<file path="config.mk">
export PLATFORM = sky130hd
export DESIGN_NAME = antialiased_rect_fill_coverage_unit
export DESIGN_NICKNAME = d
export VERILOG_FILES = /design/src/sv/arfc_pkg.sv /design/src/sv/arfc_front.sv /design/src/sv/arfc_queue.sv /design/src/sv/arfc_back.sv /design/src/sv/antialiased_rect_fill_coverage_unit.sv
export SDC_FILE = /design/constraint.sdc
export NUM_CORES = 1
export LEC_CHECK = 0
export BUFFER_PORTS_ARGS = -buffer_cell sky130_fd_sc_hd__buf_2
export CAP_MARGIN = 15
export CORE_MARGIN = 2
export CORE_UTILIZATION = 45
export CTS_BUF_LIST = sky130_fd_sc_hd__clkbuf_16
export DETAILED_ROUTE_END_ITERATION = 10
export GPL_TIMING_DRIVEN = 0
export SYNTH_ARGS = -nofsm -noshare
export SYNTH_HDL_FRONTEND = slang
export SYNTH_SLANG_ARGS = --single-unit
</file>
<file path="constraint.sdc">
create_clock -name aclk -period 14.1 [get_ports aclk]
set_input_delay 2.115 -clock aclk [delete_from_list [all_inputs] [get_ports aclk]]
set_output_delay 2.115 -clock aclk [all_outputs]
set_load 0.03 [all_outputs]
</file>
<file path="src/sv/arfc_pkg.sv">
// Shared types and constants for the antialiased rectangle coverage fill.
// Used by the front, queue, back and top-level modules; depends on nothing else.
package arfc_pkg;

    localparam int ARFC_COORD_INT_BITS = 16;
    localparam int ARFC_QUEUE_DEPTH    = 2;   // power of two
    localparam int ARFC_WORK_W         = 34;  // holds any edge difference at the widest setting
    localparam int ARFC_SLOTS          = 9;   // three rows of left, middle, right

    localparam logic [7:0] COV_FULL = 8'hFF;
    localparam logic [8:0] COV_ONE  = 9'd256;

    typedef logic signed [ARFC_WORK_W-1:0] work_t;

    typedef enum logic [1:0] {
        KIND_COLUMN = 2'd0,
        KIND_RUN    = 2'd1,
        KIND_RECT   = 2'd2
    } kind_t;

    // One classified rectangle. Slot bit 3*row+part, rows top/middle/bottom,
    // parts left/center/right.
    typedef struct packed {
        logic [ARFC_SLOTS-1:0] mask;
        logic                  single_col;
        logic [7:0]            frac_l;
        logic [7:0]            frac_r;
        logic [8:0]            wcol;
        logic [15:0]           x_left;
        logic [15:0]           x_left1;
        logic [15:0]           x_right;
        logic [15:0]           run_w;
        logic [15:0]           y_top;
        logic [15:0]           y_mid;
        logic [15:0]           y_bot;
        logic [15:0]           height;
        logic [7:0]            alpha_top;
        logic [7:0]            alpha_bot;
    } plan_t;

    typedef struct packed {
        kind_t       kind;
        logic [15:0] x;
        logic [15:0] y;
        logic [15:0] w;
        logic [15:0] h;
        logic [7:0]  cov;
        logic        last;
    } cmd_t;

endpackage

</file>
<file path="src/sv/arfc_front.sv">
// Front end: accepts a rectangle request and classifies it into a command plan.
// Depends on arfc_pkg.
module arfc_front #(
    parameter int COORD_INT_BITS = arfc_pkg::ARFC_COORD_INT_BITS
) (
    input  logic                               s_valid,
    output logic                               s_ready,
    input  logic signed [COORD_INT_BITS+7:0]   left_edge,
    input  logic signed [COORD_INT_BITS+7:0]   top_edge,
    input  logic signed [COORD_INT_BITS+7:0]   right_edge,
    input  logic signed [COORD_INT_BITS+7:0]   bottom_edge,
    input  logic                               fill_interior,
    input  logic                               q_full,
    output logic                               push,
    output arfc_pkg::plan_t                    plan
);
    import arfc_pkg::*;

    work_t l_w, t_w, r_w, b_w;
    work_t l_fl, r_fl, rm1_fl, t_fl, b_fl, bm1_fl;
    work_t left1, top1, height, run_w, span_lr, span_tb;
    logic [7:0] frac_l, frac_r, frac_t, frac_b;
    logic       empty, single_col, single_row, run_ok, have_mid;
    logic [2:0] row_bits, mid_bits;

    always_comb begin
        l_w = work_t'(left_edge);
        t_w = work_t'(top_edge);
        r_w = work_t'(right_edge);
        b_w = work_t'(bottom_edge);

        frac_l = l_w[7:0];
        frac_r = r_w[7:0];
        frac_t = t_w[7:0];
        frac_b = b_w[7:0];

        l_fl   = l_w >>> 8;
        r_fl   = r_w >>> 8;
        rm1_fl = (r_w - work_t'(1)) >>> 8;
        t_fl   = t_w >>> 8;
        b_fl   = b_w >>> 8;
        bm1_fl = (b_w - work_t'(1)) >>> 8;

        empty      = (l_w >= r_w) || (t_w >= b_w);
        single_col = (l_fl == rm1_fl);
        single_row = (t_fl == bm1_fl);

        left1  = l_fl + work_t'(frac_l != 8'd0);
        top1   = t_fl + work_t'(frac_t != 8'd0);
        run_ok = (r_fl > left1);
        run_w  = r_fl - left1;
        height = b_fl - top1;
        have_mid = (height > work_t'(0));
        span_lr  = r_w - l_w;
        span_tb  = b_w - t_w - work_t'(1);

        row_bits = single_col ? 3'b001 : {frac_r != 8'd0, run_ok, frac_l != 8'd0};
        mid_bits = single_col ? 3'b001
                              : {frac_r != 8'd0, run_ok && fill_interior, frac_l != 8'd0};

        plan.single_col = single_col;
        plan.frac_l     = frac_l;
        plan.frac_r     = frac_r;
        plan.wcol       = span_lr[8:0];
        plan.x_left     = l_fl[15:0];
        plan.x_left1    = left1[15:0];
        plan.x_right    = r_fl[15:0];
        plan.run_w      = run_w[15:0];
        plan.y_top      = t_fl[15:0];
        plan.y_mid      = top1[15:0];
        plan.y_bot      = b_fl[15:0];
        plan.height     = height[15:0];
        plan.alpha_bot  = frac_b;

        if (single_row) begin
            plan.mask      = {6'b0, row_bits};
            plan.alpha_top = span_tb[7:0];
        end else begin
            plan.mask = {(frac_b != 8'd0) ? row_bits : 3'b000,
                         have_mid ? mid_bits : 3'b000,
                         (frac_t != 8'd0) ? row_bits : 3'b000};
            plan.alpha_top = 8'(COV_ONE - {1'b0, frac_t});
        end
    end

    // Drop empty rectangles and those that leave no command.
    assign s_ready = !q_full;
    assign push    = s_valid && !q_full && !empty && (plan.mask != '0);

endmodule

</file>
<file path="src/sv/arfc_queue.sv">
// Short plan queue between the classifier and the command generator.
// Depends on arfc_pkg.
module arfc_queue (
    input  logic            aclk,
    input  logic            aresetn,
    input  logic            push,
    input  arfc_pkg::plan_t push_data,
    input  logic            pop,
    output logic            full,
    output logic            not_empty,
    output arfc_pkg::plan_t head
);
    import arfc_pkg::*;

    localparam int PTR_W = (ARFC_QUEUE_DEPTH > 1) ? $clog2(ARFC_QUEUE_DEPTH) : 1;
    localparam int CNT_W = $clog2(ARFC_QUEUE_DEPTH + 1);

    plan_t            mem [ARFC_QUEUE_DEPTH];
    logic [PTR_W-1:0] wr_ptr_reg, wr_ptr_next;
    logic [PTR_W-1:0] rd_ptr_reg, rd_ptr_next;
    logic [CNT_W-1:0] count_reg, count_next;

    always_comb begin
        wr_ptr_next = push ? wr_ptr_reg + PTR_W'(1) : wr_ptr_reg;
        rd_ptr_next = pop ? rd_ptr_reg + PTR_W'(1) : rd_ptr_reg;
        count_next  = count_reg;
        if (push && !pop) begin
            count_next = count_reg + CNT_W'(1);
        end else if (pop && !push) begin
            count_next = count_reg - CNT_W'(1);
        end
    end

    always_ff @(posedge aclk) begin
        if (!aresetn) begin
            wr_ptr_reg <= '0;
            rd_ptr_reg <= '0;
            count_reg  <= '0;
        end else begin
            wr_ptr_reg <= wr_ptr_next;
            rd_ptr_reg <= rd_ptr_next;
            count_reg  <= count_next;
        end
    end

    always_ff @(posedge aclk) begin
        if (push) begin
            mem[wr_ptr_reg] <= push_data;
        end
    end

    assign full      = (count_reg == CNT_W'(ARFC_QUEUE_DEPTH));
    assign not_empty = (count_reg != '0);
    assign head      = mem[rd_ptr_reg];

`ifndef SYNTHESIS
    a_no_overflow: assert property (@(posedge aclk) disable iff (!aresetn)
        push |-> !full) else $error("queue push while full");
    a_no_underflow: assert property (@(posedge aclk) disable iff (!aresetn)
        pop |-> not_empty) else $error("queue pop while empty");
    a_count_range: assert property (@(posedge aclk) disable iff (!aresetn)
        count_reg <= CNT_W'(ARFC_QUEUE_DEPTH)) else $error("queue count out of range");
`endif

endmodule

</file>
<file path="src/sv/arfc_back.sv">
// Back end: expands one queued plan into draw commands, one per cycle unless
// the output stalls, through a registered output stage. Depends on arfc_pkg.
module arfc_back (
    input  logic                  aclk,
    input  logic                  aresetn,
    input  logic                  q_not_empty,
    input  arfc_pkg::plan_t       q_head,
    output logic                  q_pop,
    output logic                  m_valid,
    input  logic                  m_ready,
    output arfc_pkg::cmd_t        m_cmd
);
    import arfc_pkg::*;

    plan_t                 cur_reg, cur_next;
    logic [ARFC_SLOTS-1:0] remain_reg, remain_next;
    logic                  m_valid_reg, m_valid_next;
    cmd_t                  cmd_reg, cmd_next;

    logic [ARFC_SLOTS-1:0] pick_oh;
    logic                  cur_valid, out_ready, emit, last;
    logic                  p0, p1, p2, s0, s1, s2;
    logic [7:0]            alpha;
    logic [8:0]            w9;
    logic [16:0]           prod;
    logic [7:0]            mid_cov;

    always_comb begin
        cur_valid = (remain_reg != '0);
        pick_oh   = remain_reg & (~remain_reg + ARFC_SLOTS'(1));
        last      = ((remain_reg & ~pick_oh) == '0);
        out_ready = !m_valid_reg || m_ready;
        emit      = cur_valid && out_ready;
        q_pop     = q_not_empty && (!cur_valid || (emit && last));

        p0 = |pick_oh[2:0];
        p1 = |pick_oh[5:3];
        p2 = |pick_oh[8:6];
        s0 = pick_oh[0] | pick_oh[3] | pick_oh[6];
        s1 = pick_oh[1] | pick_oh[4] | pick_oh[7];
        s2 = pick_oh[2] | pick_oh[5] | pick_oh[8];

        // Row edge pixels scale the row alpha by the covered width.
        alpha = p0 ? cur_reg.alpha_top : cur_reg.alpha_bot;
        if (s0) begin
            w9 = cur_reg.single_col ? cur_reg.wcol : COV_ONE - {1'b0, cur_reg.frac_l};
        end else begin
            w9 = {1'b0, cur_reg.frac_r};
        end
        prod = 17'(alpha) * 17'(w9);

        if (s0) begin
            mid_cov = cur_reg.single_col ? 8'(cur_reg.wcol - 9'd1)
                                         : 8'(COV_ONE - {1'b0, cur_reg.frac_l});
        end else if (s1) begin
            mid_cov = COV_FULL;
        end else begin
            mid_cov = cur_reg.frac_r;
        end

        cmd_next.kind = s1 ? (p1 ? KIND_RECT : KIND_RUN) : KIND_COLUMN;
        cmd_next.x    = s0 ? cur_reg.x_left : (s1 ? cur_reg.x_left1 : cur_reg.x_right);
        cmd_next.y    = p0 ? cur_reg.y_top : (p1 ? cur_reg.y_mid : cur_reg.y_bot);
        cmd_next.w    = s1 ? cur_reg.run_w : 16'd1;
        cmd_next.h    = p1 ? cur_reg.height : 16'd1;
        cmd_next.cov  = p1 ? mid_cov : (s1 ? alpha : prod[15:8]);
        cmd_next.last = last;

        // Load a plan when idle or as the current one retires; else retire a slot.
        cur_next    = q_pop ? q_head : cur_reg;
        remain_next = remain_reg;
        if (q_pop) begin
            remain_next = q_head.mask;
        end else if (emit) begin
            remain_next = remain_reg & ~pick_oh;
        end

        m_valid_next = out_ready ? emit : m_valid_reg;
    end

    always_ff @(posedge aclk) begin
        if (!aresetn) begin
            remain_reg  <= '0;
            m_valid_reg <= 1'b0;
        end else begin
            remain_reg  <= remain_next;
            m_valid_reg <= m_valid_next;
        end
    end

    always_ff @(posedge aclk) begin
        cur_reg <= cur_next;
        if (emit) begin
            cmd_reg <= cmd_next;
        end
    end

    assign m_valid = m_valid_reg;
    assign m_cmd   = cmd_reg;

`ifndef SYNTHESIS
    a_pick_onehot: assert property (@(posedge aclk) disable iff (!aresetn)
        cur_valid |-> $onehot(pick_oh)) else $error("slot pick not one-hot");
    a_load_nonempty: assert property (@(posedge aclk) disable iff (!aresetn)
        q_pop |=> remain_reg != '0) else $error("loaded plan without commands");
    a_retire: assert property (@(posedge aclk) disable iff (!aresetn)
        (emit && last && !q_pop) |=> !cur_valid) else $error("plan not retired");
    a_emit_shows: assert property (@(posedge aclk) disable iff (!aresetn)
        emit |=> m_valid_reg) else $error("emitted command not presented");
`endif

endmodule

</file>
<file path="src/sv/antialiased_rect_fill_coverage_unit.sv">
// Top level of the antialiased rectangle coverage fill.
// Instantiates arfc_front, arfc_queue and arfc_back; depends on arfc_pkg.
//
// Usage:
//   Slave channel (s_*): one rectangle request per handshake, edges in 16.8
//   fixed point by default (COORD_INT_BITS integer bits), fill flag in s_tuser.
//   Master channel (m_*): zero to nine draw commands per request, in order:
//   partial top row, middle band, partial bottom row. m_tlast marks the last
//   command of a request; m_tuser carries the command kind.
//   On an idle path a request passes through the plan queue, the back end's
//   plan register and the output register before its first command shows.
//   Throughput: one command per cycle unless the receiver stalls, limited
//   by the single output port. Requests producing no command are dropped
//   at the front. A two-entry plan queue lets the front accept new requests
//   while the back end works or while the receiver stalls; s_tready drops
//   only when the queue is full. A stalled command holds in the output
//   register. Reset (aresetn low, synchronous) empties the queue and
//   output stage.
module antialiased_rect_fill_coverage_unit #(
    parameter int COORD_INT_BITS = arfc_pkg::ARFC_COORD_INT_BITS
) (
    input  logic aclk,
    input  logic aresetn,
    input  logic s_tvalid,
    output logic s_tready,
    // left_edge, top_edge, right_edge, bottom_edge (COORD_INT_BITS+8 each), zero pad
    input  logic [((4*(COORD_INT_BITS+8)+7)/8)*8-1:0] s_tdata,
    // fill_interior
    input  logic [0:0] s_tuser,
    output logic m_tvalid,
    input  logic m_tready,
    // pixel_x[15:0], pixel_y[31:16], span_width[47:32], span_height[63:48], coverage[71:64]
    output logic [71:0] m_tdata,
    // command_kind
    output logic [1:0] m_tuser,
    output logic m_tlast
);
    import arfc_pkg::*;

    localparam int EDGE_BITS = COORD_INT_BITS + 8;

    plan_t front_plan, q_head;
    cmd_t  cmd;
    logic  push, q_full, q_not_empty, q_pop;

    // Classify the request; empty rectangles never reach the queue.
    arfc_front #(
        .COORD_INT_BITS(COORD_INT_BITS)
    ) u_front (
        .s_valid      (s_tvalid),
        .s_ready      (s_tready),
        .left_edge    ($signed(s_tdata[EDGE_BITS-1:0])),
        .top_edge     ($signed(s_tdata[2*EDGE_BITS-1:EDGE_BITS])),
        .right_edge   ($signed(s_tdata[3*EDGE_BITS-1:2*EDGE_BITS])),
        .bottom_edge  ($signed(s_tdata[4*EDGE_BITS-1:3*EDGE_BITS])),
        .fill_interior(s_tuser[0]),
        .q_full       (q_full),
        .push         (push),
        .plan         (front_plan)
    );

    // Hold classified plans until the back end takes them.
    arfc_queue u_queue (
        .aclk     (aclk),
        .aresetn  (aresetn),
        .push     (push),
        .push_data(front_plan),
        .pop      (q_pop),
        .full     (q_full),
        .not_empty(q_not_empty),
        .head     (q_head)
    );

    // Expand one plan per run of commands.
    arfc_back u_back (
        .aclk       (aclk),
        .aresetn    (aresetn),
        .q_not_empty(q_not_empty),
        .q_head     (q_head),
        .q_pop      (q_pop),
        .m_valid    (m_tvalid),
        .m_ready    (m_tready),
        .m_cmd      (cmd)
    );

    assign m_tdata = {cmd.cov, cmd.h, cmd.w, cmd.y, cmd.x};
    assign m_tuser = cmd.kind;
    assign m_tlast = cmd.last;

endmodule

</file>
==> reports/summary.txt <==
Run status: completed
Critical Path End Type: register
DR WL/cell: 21.6 um
Simple-gate portion of the synthesized area: 10.7%
Die W: 265 um
RSZ-0062 raised after global routing: no
Count leader, synth: edfxtp_1
Dpl hpwl: 56000 um
Area of the multi-input gates: 11200 um^2
Top cell by count, worst path: ha_1
CP cell instances: buf_2 -> inv_1 -> ha_1 -> inv_1 -> or4_1 -> ha_1 -> ha_1 -> and3_1 -> and3_1 -> xnor2_1 -> ha_1 -> nor2_1 -> nor4b_1 -> nor3_1 -> a2111oi_0 -> or3_1 -> xor2_1 -> nor4_2 -> o31ai_2 -> and2_4 -> buf_12 -> buf_12 -> buf_12
Measured slew at the worst slew-check pin: 1.12 ns
Ys Warns: 0
Slowest cell delay on critical path: 0.69 ns
Arrival time at the worst endpoint: 8.75 ns
CTS Buf Count: 69
Antenna violations before repair: 10
Total grt overflow: 0
Final ANT Viol Nets: 0
# nets final: 2884
Post-synth top cells: edfxtp_1, nand2_1, inv_1, mux2_2, nor2_1
Max Freq: 118 MHz
Fin crit share: 60.0%
Setup-failing EPs final: 0
Post-synth EDFFs: 603
Place WS: 5.04 ns
Largest family of logic cells by synthesized area: simple AND/OR/NAND/NOR gates
TritonRoute pass-1 iters: 5
Post-synthesis sequential area ratio: 60.2%
Max H-tree Level: 3
1st-iter DRT viols: 1515
FP Rows: 95
Reg area: 18400 um^2
Hold crit path type: register to register
Mapped Cells: 2344
DR DRC count: 0
Library cells used by synthesis: 82
Synth top area share: 59.2%
Seq cells post-synth: 618
Worst skew pair latency: 0.60 ns
Tmin final: 8.46 ns
Fill cell count: 5788
Die Height: 265 um
Synthesized area: 30600 um^2
CTS Buffer Depth: 3
Worst clock skew: 0.0207 ns
Final-report hold violation count: 0
Core area: 67300 um^2
Finished Layout Cells: 3537
GRT Util Overall: 21.7%
Setup CP Type: input port to register
CTS root buf: clkbuf_16
Post-CTS setup repair buffer count: 0
Buffer and inverter count on the worst path: 6
Mux contribution to synthesized area: 7.19%
Main synth FF type: edfxtp_1
Initial Util: 45.5%
Fraction of the mapped netlist area in compound gates: 6.79%
CTS tree: built
Sum Neg Setup Slack: 0 ns
Cell taking the most area after synthesis: edfxtp_1
Die area: 70100 um^2
CP max FO: 37
Largest net degree at the start of global routing: 112
Number of global-route vias before repair: 19500
Synth-to-layout area growth: 14.7%
Sink Count: 618
XOR/XNOR share of the synthesized area: 3.60%
Synth area leaders: edfxtp_1, mux2_2, ha_1
Post-CTS Resized: 0
Cell family with most CP delay: simple AND/OR/NAND/NOR gates
Slowest CP cell: or4_1
DR vias: 19400
Placed Cells: 3409
Relative slew slack: 24.6%
Async SR Flop Fraction: 0%
Post-synthesis adder-cell area fraction: 8.37%
Worst setup margin: 5.64 ns
First-pass GRT wire length: 116000 um
Syn_nets: 2621
Placer Congestion: 0.900
I/O Buffers: 177
Share of post-route cells with drive strength above 1: 18.8%
Post-cts hold buffer count: 0
Worst setup SP type: input port
Synthesized area per cell: 13.1 um^2
Worst hold slack: 0.519 ns
Worst Path Required: 14.38 ns
Max reg flops: 358
Maxcap violations: 0
Post-DR vias/cell: 5.48
I/O Pins: 178
Max-slew violation count: 0
Final wirelength: 76500 um
Worst-path clk slew: 0.06 ns
## cell type report
type | instances | area share (%)
diodes | 4 | 0.0285
plain buffers | 73 | 0.874
clock buffers | 72 | 5.13
clock inverters | 52 | 0.980
inverters | 180 | 1.95
multi-input cells | 1473 | 32.0
flip-flops and latches | 618 | 52.5
well taps | 873 | 3.11
repair buffers | 192 | 3.49
## worst paths after layout
check	start	end	slack, ns	cells after the start
hold reg to reg	u_back.cur_reg[83]	u_back.m_cmd[28]	0.52	1
setup / recovery	s_tdata[24]	u_queue.mem[1][117]	5.64	23
setup reg to reg	u_back.remain_reg[0]	u_back.m_cmd[8]	6.83	24
hold / removal	u_back.cur_reg[83]	u_back.m_cmd[28]	0.52	1
## placed cells by master, fill, tap and decap left out, types with 11 or more instances in the layout
master	count
o21ai_0	55
a21oi_1	81
a21o_1	23
buf_2	182
mux2_2	173
fa_1	44
o21a_1	12
clkbuf_1	59
a211oi_1	13
inv_1	196
a31oi_1	45
and2_1	46
dfxtp_1	15
and3_1	29
nand4_1	29
nor4_1	16
mux2i_1	23
nand2b_1	26
nor2_1	157
ha_1	132
nand3_1	40
nand2_1	198
nor3_1	36
xor2_1	42
edfxtp_1	603
nor2b_1	15
clkinv_2	11
xnor2_1	82
or3_1	15
clkbuf_16	72
clkinv_1	12
## cells by family (layout without fill, tap and decap cells)
family / Yosys count / after routing
AO/OA/AOI/OAI: 317 / 317
adder cells (fa/ha/maj): 179 / 179
AND/OR/NAND/NOR: 654 / 654
XOR/XNOR: 125 / 125
multiplexers: 198 / 198
flip-flops: 618 / 618
buffers and inverters: 253 / 569
other: 0 / 4
## metrics by stage
step	instance area, um^2	util [%]
after floorplan	30600	-
after global placement	32600	48.4
after detailed placement	32900	49.0
after CTS	35100	52.1
after global routing	35100	52.2
final	35100	52.2
## layer usage
layer	global-route usage (%)	part of all wire, %	up-vias
met2	37.0	49	508
met3	3.68	4.5	114
met5	0	0.099	-
li1	-	-	9133
met1	28.8	44	9631
met4	5.89	2.4	12
Power is not shown: default switching activity piles up to over one toggle a cycle in this logic, so the estimate is an artifact.
